### src/rtl/dsfr_pkg.sv
// shared types and constants for the dle/stx frame receiver
// no dependencies; used by every module of the block except dsfr_ram
package dsfr_pkg;

    localparam int BYTE_W      = 8;
    localparam int MAX_PAYLOAD = 64;
    localparam int ADDR_W      = $clog2(MAX_PAYLOAD);
    localparam int CNT_W       = $clog2(MAX_PAYLOAD + 1);
    localparam int CFG_IDX_W   = 2;

    // configuration register indexes
    localparam logic [CFG_IDX_W-1:0] CFG_ESCAPE = CFG_IDX_W'(0);
    localparam logic [CFG_IDX_W-1:0] CFG_START  = CFG_IDX_W'(1);
    localparam logic [CFG_IDX_W-1:0] CFG_END    = CFG_IDX_W'(2);

    // reset values of the control codes
    localparam logic [BYTE_W-1:0] ESCAPE_RST = BYTE_W'(16);
    localparam logic [BYTE_W-1:0] START_RST  = BYTE_W'(2);
    localparam logic [BYTE_W-1:0] END_RST    = BYTE_W'(3);

    typedef enum logic [2:0] {
        RX_IDLE       = 3'd0,
        RX_WAIT_START = 3'd1,
        RX_DATA       = 3'd2,
        RX_ESCAPE     = 3'd3,
        RX_WAIT_CHECK = 3'd4
    } rx_phase_t;

    typedef enum logic {
        RD_IDLE  = 1'b0,
        RD_FETCH = 1'b1
    } rd_state_t;

    typedef struct packed {
        logic              wr_en;
        logic [ADDR_W-1:0] addr;
        logic [BYTE_W-1:0] data;
    } ram_wr_t;

    typedef struct packed {
        logic             start;
        logic [CNT_W-1:0] count;
    } rd_start_t;

    typedef struct packed {
        logic busy;
    } rd_status_t;

endpackage

### src/rtl/dsfr_ram.sv
// generic single write port, single read port ram with registered read
// no dependencies
module dsfr_ram #(
    parameter int WIDTH = 8,
    parameter int DEPTH = 64
) (
    input  logic                     aclk,
    input  logic                     wr_en,
    input  logic [$clog2(DEPTH)-1:0] wr_addr,
    input  logic [WIDTH-1:0]         wr_data,
    input  logic                     rd_en,
    input  logic [$clog2(DEPTH)-1:0] rd_addr,
    output logic [WIDTH-1:0]         rd_data
);

    logic [WIDTH-1:0] mem_reg [DEPTH];
    logic [WIDTH-1:0] rd_data_reg;

    always_ff @(posedge aclk) begin
        if (wr_en) begin
            mem_reg[wr_addr] <= wr_data;
        end
        if (rd_en) begin
            rd_data_reg <= mem_reg[rd_addr];
        end
    end

    assign rd_data = rd_data_reg;

endmodule

### src/rtl/dsfr_rx_fsm.sv
// receive state machine: escape decoding, check accumulation, payload writes
// depends on dsfr_pkg
module dsfr_rx_fsm (
    input  logic                       aclk,
    input  logic                       aresetn,
    input  logic                       accept,
    input  logic [dsfr_pkg::BYTE_W-1:0] rx_byte,
    input  logic [dsfr_pkg::BYTE_W-1:0] escape_code,
    input  logic [dsfr_pkg::BYTE_W-1:0] start_code,
    input  logic [dsfr_pkg::BYTE_W-1:0] end_code,
    output dsfr_pkg::ram_wr_t          ram_wr,
    output dsfr_pkg::rd_start_t        rd_start
);
    import dsfr_pkg::*;

    rx_phase_t         phase_reg, phase_next;
    logic [BYTE_W-1:0] acc_reg, acc_next;
    logic [CNT_W-1:0]  cnt_reg, cnt_next;
    logic              room;

    assign room = (cnt_reg != CNT_W'(MAX_PAYLOAD));

    always_ff @(posedge aclk) begin
        if (!aresetn) begin
            phase_reg <= RX_IDLE;
            acc_reg   <= '0;
            cnt_reg   <= '0;
        end else if (accept) begin
            phase_reg <= phase_next;
            acc_reg   <= acc_next;
            cnt_reg   <= cnt_next;
        end
    end

    // next phase
    always_comb begin
        phase_next = RX_IDLE;
        unique case (phase_reg)
            RX_IDLE: begin
                phase_next = (rx_byte == escape_code) ? RX_WAIT_START : RX_IDLE;
            end
            RX_WAIT_START: begin
                phase_next = (rx_byte == start_code) ? RX_DATA : RX_IDLE;
            end
            RX_DATA: begin
                priority if (rx_byte == escape_code) begin
                    phase_next = RX_ESCAPE;
                end else if (room) begin
                    phase_next = RX_DATA;
                end else begin
                    phase_next = RX_IDLE;
                end
            end
            RX_ESCAPE: begin
                priority if (rx_byte == escape_code) begin
                    phase_next = room ? RX_DATA : RX_IDLE;
                end else if (rx_byte == end_code) begin
                    phase_next = RX_WAIT_CHECK;
                end else if (rx_byte == start_code) begin
                    phase_next = RX_DATA;
                end else begin
                    phase_next = RX_IDLE;
                end
            end
            RX_WAIT_CHECK: begin
                phase_next = RX_IDLE;
            end
            default: begin
                phase_next = RX_IDLE;
            end
        endcase
    end

    // accumulator, count, store write and readout start
    always_comb begin
        acc_next       = acc_reg;
        cnt_next       = cnt_reg;
        ram_wr.wr_en   = 1'b0;
        ram_wr.addr    = cnt_reg[ADDR_W-1:0];
        ram_wr.data    = rx_byte;
        rd_start.start = 1'b0;
        rd_start.count = cnt_reg;
        unique case (phase_reg)
            RX_IDLE: begin
                acc_next = '0;
                cnt_next = '0;
            end
            RX_WAIT_START: begin
            end
            RX_DATA: begin
                priority if (rx_byte == escape_code) begin
                end else if (room) begin
                    ram_wr.wr_en = accept;
                    acc_next     = acc_reg ^ rx_byte;
                    cnt_next     = cnt_reg + CNT_W'(1);
                end else begin
                    acc_next = '0;
                    cnt_next = '0;
                end
            end
            RX_ESCAPE: begin
                priority if (rx_byte == escape_code) begin
                    if (room) begin
                        ram_wr.wr_en = accept;
                        acc_next     = acc_reg ^ rx_byte;
                        cnt_next     = cnt_reg + CNT_W'(1);
                    end else begin
                        acc_next = '0;
                        cnt_next = '0;
                    end
                end else if (rx_byte == end_code) begin
                    acc_next = acc_reg ^ rx_byte;
                end else begin
                    acc_next = '0;
                    cnt_next = '0;
                end
            end
            RX_WAIT_CHECK: begin
                rd_start.start = accept && (rx_byte == acc_reg) && (cnt_reg != '0);
                acc_next       = '0;
                cnt_next       = '0;
            end
            default: begin
            end
        endcase
    end

endmodule

### src/rtl/dsfr_readout.sv
// readout of a checked frame from the payload store into the output register
// depends on dsfr_pkg
module dsfr_readout (
    input  logic                        aclk,
    input  logic                        aresetn,
    input  dsfr_pkg::rd_start_t         rd_start,
    output logic                        ram_rd_en,
    output logic [dsfr_pkg::ADDR_W-1:0] ram_rd_addr,
    input  logic [dsfr_pkg::BYTE_W-1:0] ram_rd_data,
    output logic                        m_valid,
    input  logic                        m_ready,
    output logic [dsfr_pkg::BYTE_W-1:0] m_data_byte,
    output logic                        m_last_byte,
    output dsfr_pkg::rd_status_t        status
);
    import dsfr_pkg::*;

    rd_state_t         state_reg, state_next;
    logic [ADDR_W-1:0] idx_reg, idx_next;
    logic [CNT_W-1:0]  cnt_reg, cnt_next;
    logic              valid_reg, valid_next;
    logic [BYTE_W-1:0] data_reg, data_next;
    logic              last_reg, last_next;
    logic              out_free;
    logic              at_last;

    assign out_free = !valid_reg || m_ready;
    assign at_last  = ((CNT_W'(idx_reg) + CNT_W'(1)) == cnt_reg);

    always_ff @(posedge aclk) begin
        if (!aresetn) begin
            state_reg <= RD_IDLE;
            valid_reg <= 1'b0;
        end else begin
            state_reg <= state_next;
            valid_reg <= valid_next;
        end
        idx_reg  <= idx_next;
        cnt_reg  <= cnt_next;
        data_reg <= data_next;
        last_reg <= last_next;
    end

    // next state
    always_comb begin
        state_next = state_reg;
        unique case (state_reg)
            RD_IDLE: begin
                if (rd_start.start) begin
                    state_next = RD_FETCH;
                end
            end
            RD_FETCH: begin
                if (out_free && at_last) begin
                    state_next = RD_IDLE;
                end
            end
            default: begin
                state_next = RD_IDLE;
            end
        endcase
    end

    // read port, index and output register
    always_comb begin
        idx_next    = idx_reg;
        cnt_next    = cnt_reg;
        ram_rd_en   = 1'b0;
        ram_rd_addr = '0;
        data_next   = data_reg;
        last_next   = last_reg;
        valid_next  = valid_reg && !m_ready;
        unique case (state_reg)
            RD_IDLE: begin
                if (rd_start.start) begin
                    ram_rd_en = 1'b1;
                    idx_next  = '0;
                    cnt_next  = rd_start.count;
                end
            end
            RD_FETCH: begin
                if (out_free) begin
                    valid_next = 1'b1;
                    data_next  = ram_rd_data;
                    last_next  = at_last;
                    if (!at_last) begin
                        ram_rd_en   = 1'b1;
                        ram_rd_addr = idx_reg + ADDR_W'(1);
                        idx_next    = idx_reg + ADDR_W'(1);
                    end
                end
            end
            default: begin
            end
        endcase
    end

    assign m_valid     = valid_reg;
    assign m_data_byte = data_reg;
    assign m_last_byte = last_reg;
    assign status.busy = (state_reg == RD_FETCH);

endmodule

### src/rtl/dle_stx_frame_receiver_unit.sv
// top level of the dle/stx/etx frame receiver with xor block check
// depends on dsfr_pkg, dsfr_ram, dsfr_rx_fsm and dsfr_readout
//
// Received bytes enter on the s_ channel, one request per byte. While no frame is
// being read out, a byte is taken every cycle: the receive state machine decodes
// escape sequences, keeps the running xor and writes payload bytes into a 64 entry
// payload memory. When the check byte matches, input stalls (s_ready low) while the
// payload is read back through the single registered read port of that memory,
// one byte per cycle into the output register unless m_ready low holds a waiting
// output byte; s_ready stays low until the last byte is loaded. After the check
// byte the readout enters its fetch state and from there loads the first byte into
// the output register. The last byte carries m_last_byte. A bad check byte, an
// empty frame, an abort or an overflow give no output. Input is accepted again as
// soon as the last byte sits in the output register. The store needs no clearing
// after reset: only entries written in the current frame are read. The control
// codes are written through cfg_wr_en, cfg_index and cfg_wdata; the user must
// write them only while the block is idle, which the block itself does not
// enforce. An index beyond the end code is ignored.
module dle_stx_frame_receiver_unit (
    input  logic                           aclk,
    input  logic                           aresetn,
    input  logic                           cfg_wr_en,
    input  logic [dsfr_pkg::CFG_IDX_W-1:0] cfg_index,
    input  logic [dsfr_pkg::BYTE_W-1:0]    cfg_wdata,
    input  logic                           s_valid,
    output logic                           s_ready,
    input  logic [dsfr_pkg::BYTE_W-1:0]    s_rx_byte,
    output logic                           m_valid,
    input  logic                           m_ready,
    output logic [dsfr_pkg::BYTE_W-1:0]    m_data_byte,
    output logic                           m_last_byte
);
    import dsfr_pkg::*;

    logic [BYTE_W-1:0] escape_reg;
    logic [BYTE_W-1:0] start_reg;
    logic [BYTE_W-1:0] end_reg;
    logic              accept;
    ram_wr_t           ram_wr;
    rd_start_t         rd_start;
    rd_status_t        rd_status;
    logic              ram_rd_en;
    logic [ADDR_W-1:0] ram_rd_addr;
    logic [BYTE_W-1:0] ram_rd_data;

    // control code registers
    always_ff @(posedge aclk) begin
        if (!aresetn) begin
            escape_reg <= ESCAPE_RST;
            start_reg  <= START_RST;
            end_reg    <= END_RST;
        end else if (cfg_wr_en) begin
            unique case (cfg_index)
                CFG_ESCAPE: escape_reg <= cfg_wdata;
                CFG_START:  start_reg  <= cfg_wdata;
                CFG_END:    end_reg    <= cfg_wdata;
                default: begin
                end
            endcase
        end
    end

    // input is held off while the store is being read, so a payload write never
    // meets a readout read of the same frame
    assign s_ready = !rd_status.busy;
    assign accept  = s_valid && s_ready;

    dsfr_rx_fsm u_rx_fsm (
        .aclk        (aclk),
        .aresetn     (aresetn),
        .accept      (accept),
        .rx_byte     (s_rx_byte),
        .escape_code (escape_reg),
        .start_code  (start_reg),
        .end_code    (end_reg),
        .ram_wr      (ram_wr),
        .rd_start    (rd_start)
    );

    // payload store
    dsfr_ram #(
        .WIDTH (BYTE_W),
        .DEPTH (MAX_PAYLOAD)
    ) u_payload_ram (
        .aclk    (aclk),
        .wr_en   (ram_wr.wr_en),
        .wr_addr (ram_wr.addr),
        .wr_data (ram_wr.data),
        .rd_en   (ram_rd_en),
        .rd_addr (ram_rd_addr),
        .rd_data (ram_rd_data)
    );

    dsfr_readout u_readout (
        .aclk        (aclk),
        .aresetn     (aresetn),
        .rd_start    (rd_start),
        .ram_rd_en   (ram_rd_en),
        .ram_rd_addr (ram_rd_addr),
        .ram_rd_data (ram_rd_data),
        .m_valid     (m_valid),
        .m_ready     (m_ready),
        .m_data_byte (m_data_byte),
        .m_last_byte (m_last_byte),
        .status      (rd_status)
    );

`ifndef SYNTH
    // no payload write while a frame is being read out
    a_no_write_in_readout: assert property (@(posedge aclk) disable iff (!aresetn)
        ram_wr.wr_en |-> !rd_status.busy)
        else $error("payload write during readout");

    // a good check byte starts the readout in the next cycle
    a_start_to_fetch: assert property (@(posedge aclk) disable iff (!aresetn)
        rd_start.start |=> rd_status.busy)
        else $error("readout did not start");

    // a readout is only started for a non-empty frame and from idle
    a_start_nonempty: assert property (@(posedge aclk) disable iff (!aresetn)
        rd_start.start |-> (rd_start.count != '0) && !rd_status.busy)
        else $error("bad readout start");
`endif

endmodule
### config.mk
export PLATFORM = sky130hd
export DESIGN_NAME = dle_stx_frame_receiver_unit
export DESIGN_NICKNAME = d
export VERILOG_FILES = /design/src/rtl/dsfr_pkg.sv /design/src/rtl/dsfr_ram.sv /design/src/rtl/dsfr_rx_fsm.sv /design/src/rtl/dsfr_readout.sv /design/src/rtl/dle_stx_frame_receiver_unit.sv
export SDC_FILE = /design/constraint.sdc
export NUM_CORES = 1
export LEC_CHECK = 0
export BUFFER_PORTS_ARGS = -buffer_cell sky130_fd_sc_hd__buf_4
export CAP_MARGIN = 0
export CORE_ASPECT_RATIO = 0.7
export CORE_UTILIZATION = 67
export DETAILED_ROUTE_END_ITERATION = 10
export GPL_TIMING_DRIVEN = 0
export PLACE_DENSITY = 0.84
export SLEW_MARGIN = 10
export SYNTH_ARGS = -nofsm -noshare
export SYNTH_HDL_FRONTEND = slang
export SYNTH_SLANG_ARGS = --single-unit
### constraint.sdc
create_clock -name aclk -period 4.8 [get_ports aclk]
set_input_delay 0 -clock aclk [delete_from_list [all_inputs] [get_ports aclk]]
set_output_delay 0 -clock aclk [all_outputs]
set_load 0.01 [all_outputs]
==> flow_summary.toml <==
[status]
outcome = "finished with violations"
violations = "negative setup slack"

[setup_path]
cp_common_cell = "buf_2"
r2r-start = "u_readout.idx_reg[0]"
path_class = "register to register"
crit_path_cell_trace = "ha_1, xnor2_4, xnor2_1, a2111oi_4, a21oi_1, buf_2, buf_2, a222oi_1, a211oi_1, a31oi_1, o22ai_1"
crit_fanout = 10
cp-end-kind = "register"
critPathTopFamily = "compound AO/OA/AOI/OAI gates"
critPathRequiredTime_ps = 5070
ff2ff_setup_slack_ps = -180
crit_start = "u_readout.idx_reg[0]"
crit_slowest_cell = "a222oi_1"
cpPeakStageDelay_ps = 870
arrival_ps = 5250
critical_path_buf_inv_count = 2
start_kind = "register"

[synth]
synth_cell_types = 68
synthTopCellsByArea = "edfxtp_1 68%, dfxtp_1 3.7%, mux2i_1 3.1%"
ys.flop_type = "edfxtp_1"
synth_area_per_cell_sq_um = 14.75
async_reset_ff_frac = 0
synth_cells = 1625
syn-num-nets = 1651
yosys.area.top_type = "edfxtp_1"
yosys_register_bits = 586
yosysMostFrequentCell = "edfxtp_1"
synthTopCellsByCount = "542 x edfxtp_1, 183 x nor2_1, 105 x nand2_1"
synth_edf_count = 542
yosysTopAreaCellShare = 0.6791
seq_area_frac_synth = 0.7158
syn_area_sq_um = 23970
ys_warn_count = 0

[global_route]
grt_pass1_vias = 15260
grt_pass1_wl_um = 105200
antenna_found_initial = 1
overflow = 0
grt_max_degree = 66
grt.total_usage = 0.4107

[final_layout]
design_area_sq_um = 26710
largest_reg_flops = 512
area_delta_synth_final_pct = 11.44
drive_above_1_share = 0.1088
finalNonFillerCells = 2237
nNetsFinal = 1749

[sta]
fmax_mhz = 200.7
finalCritPeriodShare = 1.038
finalCriticalPeriod_ps = 4983
final.setup.worst_slack_ps = -182.7
fin_tns_setup_ps = -404.4
tightest_slew_ps = 1282
rsz0062_at_grt = "no"
relSlewSlack = 0.1421
fin_worst_skew_ps = 34.20
setup_violations = 4
hold_viol_final = 0
slew_viol_final = 0

[placed_design]
dp_cells = 2130
dp_slack_ps = -360.4
io_buffer_count = 32
place_congestion = 1.026
place_area_sq_um = 24820
dp_hpwl_um = 48230

[clock_tree]
cts_tree = "built"
clockBufferDepth = 3
cts_root_buf = "clkbuf_16"
cts-buffers-inserted = 52
htreeDepth = 2
clock_sinks = 586
clock_latency_ps = 610
clkTransAtPathRegs_ps = 60

[routing]
route.met2.wl_um = 31210
drt-met1-wl_um = 27670
drt_iter0_drc = 2921
drt-wirelength-per-cell_um = 33.26
wl_met3_um = 12380
dr.pass1.iters = 7
drt_wl_total_um = 74410
via_count = 16180
highest_layer = "met4"
vias_per_cell = 7.235
antenna_left = 0
post-route-drc-count = 0

[die]
core_area_sq_um = 34950
die_area_sq_um = 36540
rows = 57
start_util = 0.6858
die_h_um = 160.2
ios = 34
die_w_um = 228.1

[power]
ir_drop_v = 0.0004062
power.density_nw_per_um2 = 377.9
p_leak_nw = 8.494
finalPower_mw = 10.09

[run]
max_cap_violations = 0

[worst_hold_path]
hp-class = "primary input to register"
min_from = "s_rx_byte[0]"
## what timing repair did
action	in CTS	in global routing
cloned	0	0
hold buffers	11	0
pin swaps	0	1
resized for setup	1	12
buffers inserted	0	0
endpoints found under the setup margin	8	7
endpoints found under the hold margin	42	0
## cell usage in the layout (no fill, tap or decap), drive strengths merged, types with 30 or more instances in the layout
cell      n
nand3    31
mux2i    75
edfxtp  542
o22ai    45
clkbuf  127
mux4     30
nand2   105
xnor2    40
dfxtp    44
a21oi    36
nor2    183
o21ai    51
buf      68
## per-stage QoR
stage	hold WS, ps	util
2_1_floorplan	98.87	-
3_3_place_gp	236.0	0.7096
3_5_place_dp	245.5	0.7102
4_1_cts	8.798	0.7632
5_1_grt	26.71	0.7642
6_report	11.86	0.7643
## power by group
part           internal [mW]  switching (mW)  total (mW)
clock network           2.43            1.90        4.33
registers               5.57         0.00606        5.58
logic                 0.0477           0.136       0.184
## cell families (layout without fill, tap and decap cells)
| kind of cell | after synthesis | after routing | share of synthesized area |
|---|---|---|---|
| AO/OA/AOI/OAI | 331 | 331 | 0.09930 |
| XOR/XNOR | 53 | 53 | 0.01999 |
| adder cells (fa/ha/maj) | 4 | 4 | 0.001984 |
| buffers and inverters | 115 | 254 | 0.01958 |
| flip-flops | 586 | 586 | 0.7158 |
| multiplexers | 121 | 121 | 0.06703 |
| other | 0 | 1 | 0 |
| AND/OR/NAND/NOR | 415 | 415 | 0.07627 |
## worst reg2reg max path: cells and delay by family, from the launching register on
family,cells,cell delay [ps]
AO/OA/AOI/OAI,6,2480
buffers and inverters,2,610
XOR/XNOR,2,750
flip-flops,1,460
adder cells (fa/ha/maj),1,350
## routing by layer
metal,global-route usage,vias up
li1,-,6516
met1,0.5788,7969
met2,0.5797,1450
met3,0.1705,249
met4,0.1470,0
met5,0,-
## final timing paths
kind | endpoint | depth (start not counted)
worst min register to register | u_readout.m_data_byte[6] | 0
worst max register to register | u_payload_ram.rd_data[5] | 11
worst max-delay path | u_payload_ram.rd_data[5] | 11
worst min-delay path | u_payload_ram.mem_reg[27][0] | 1
## area by class of cell
cell class,instances,area (sq um)
tap,472,590.6
clock buffer,61,1376
sequential,586,17160
antenna,1,2.502
timing repair buffer,44,361.6
multi-input combinational,924,6380
fill,2004,8237
clock inverter,34,357.8
inverter,12,45.04
buffer,103,439.2
(Power assumes the default switching activity.)
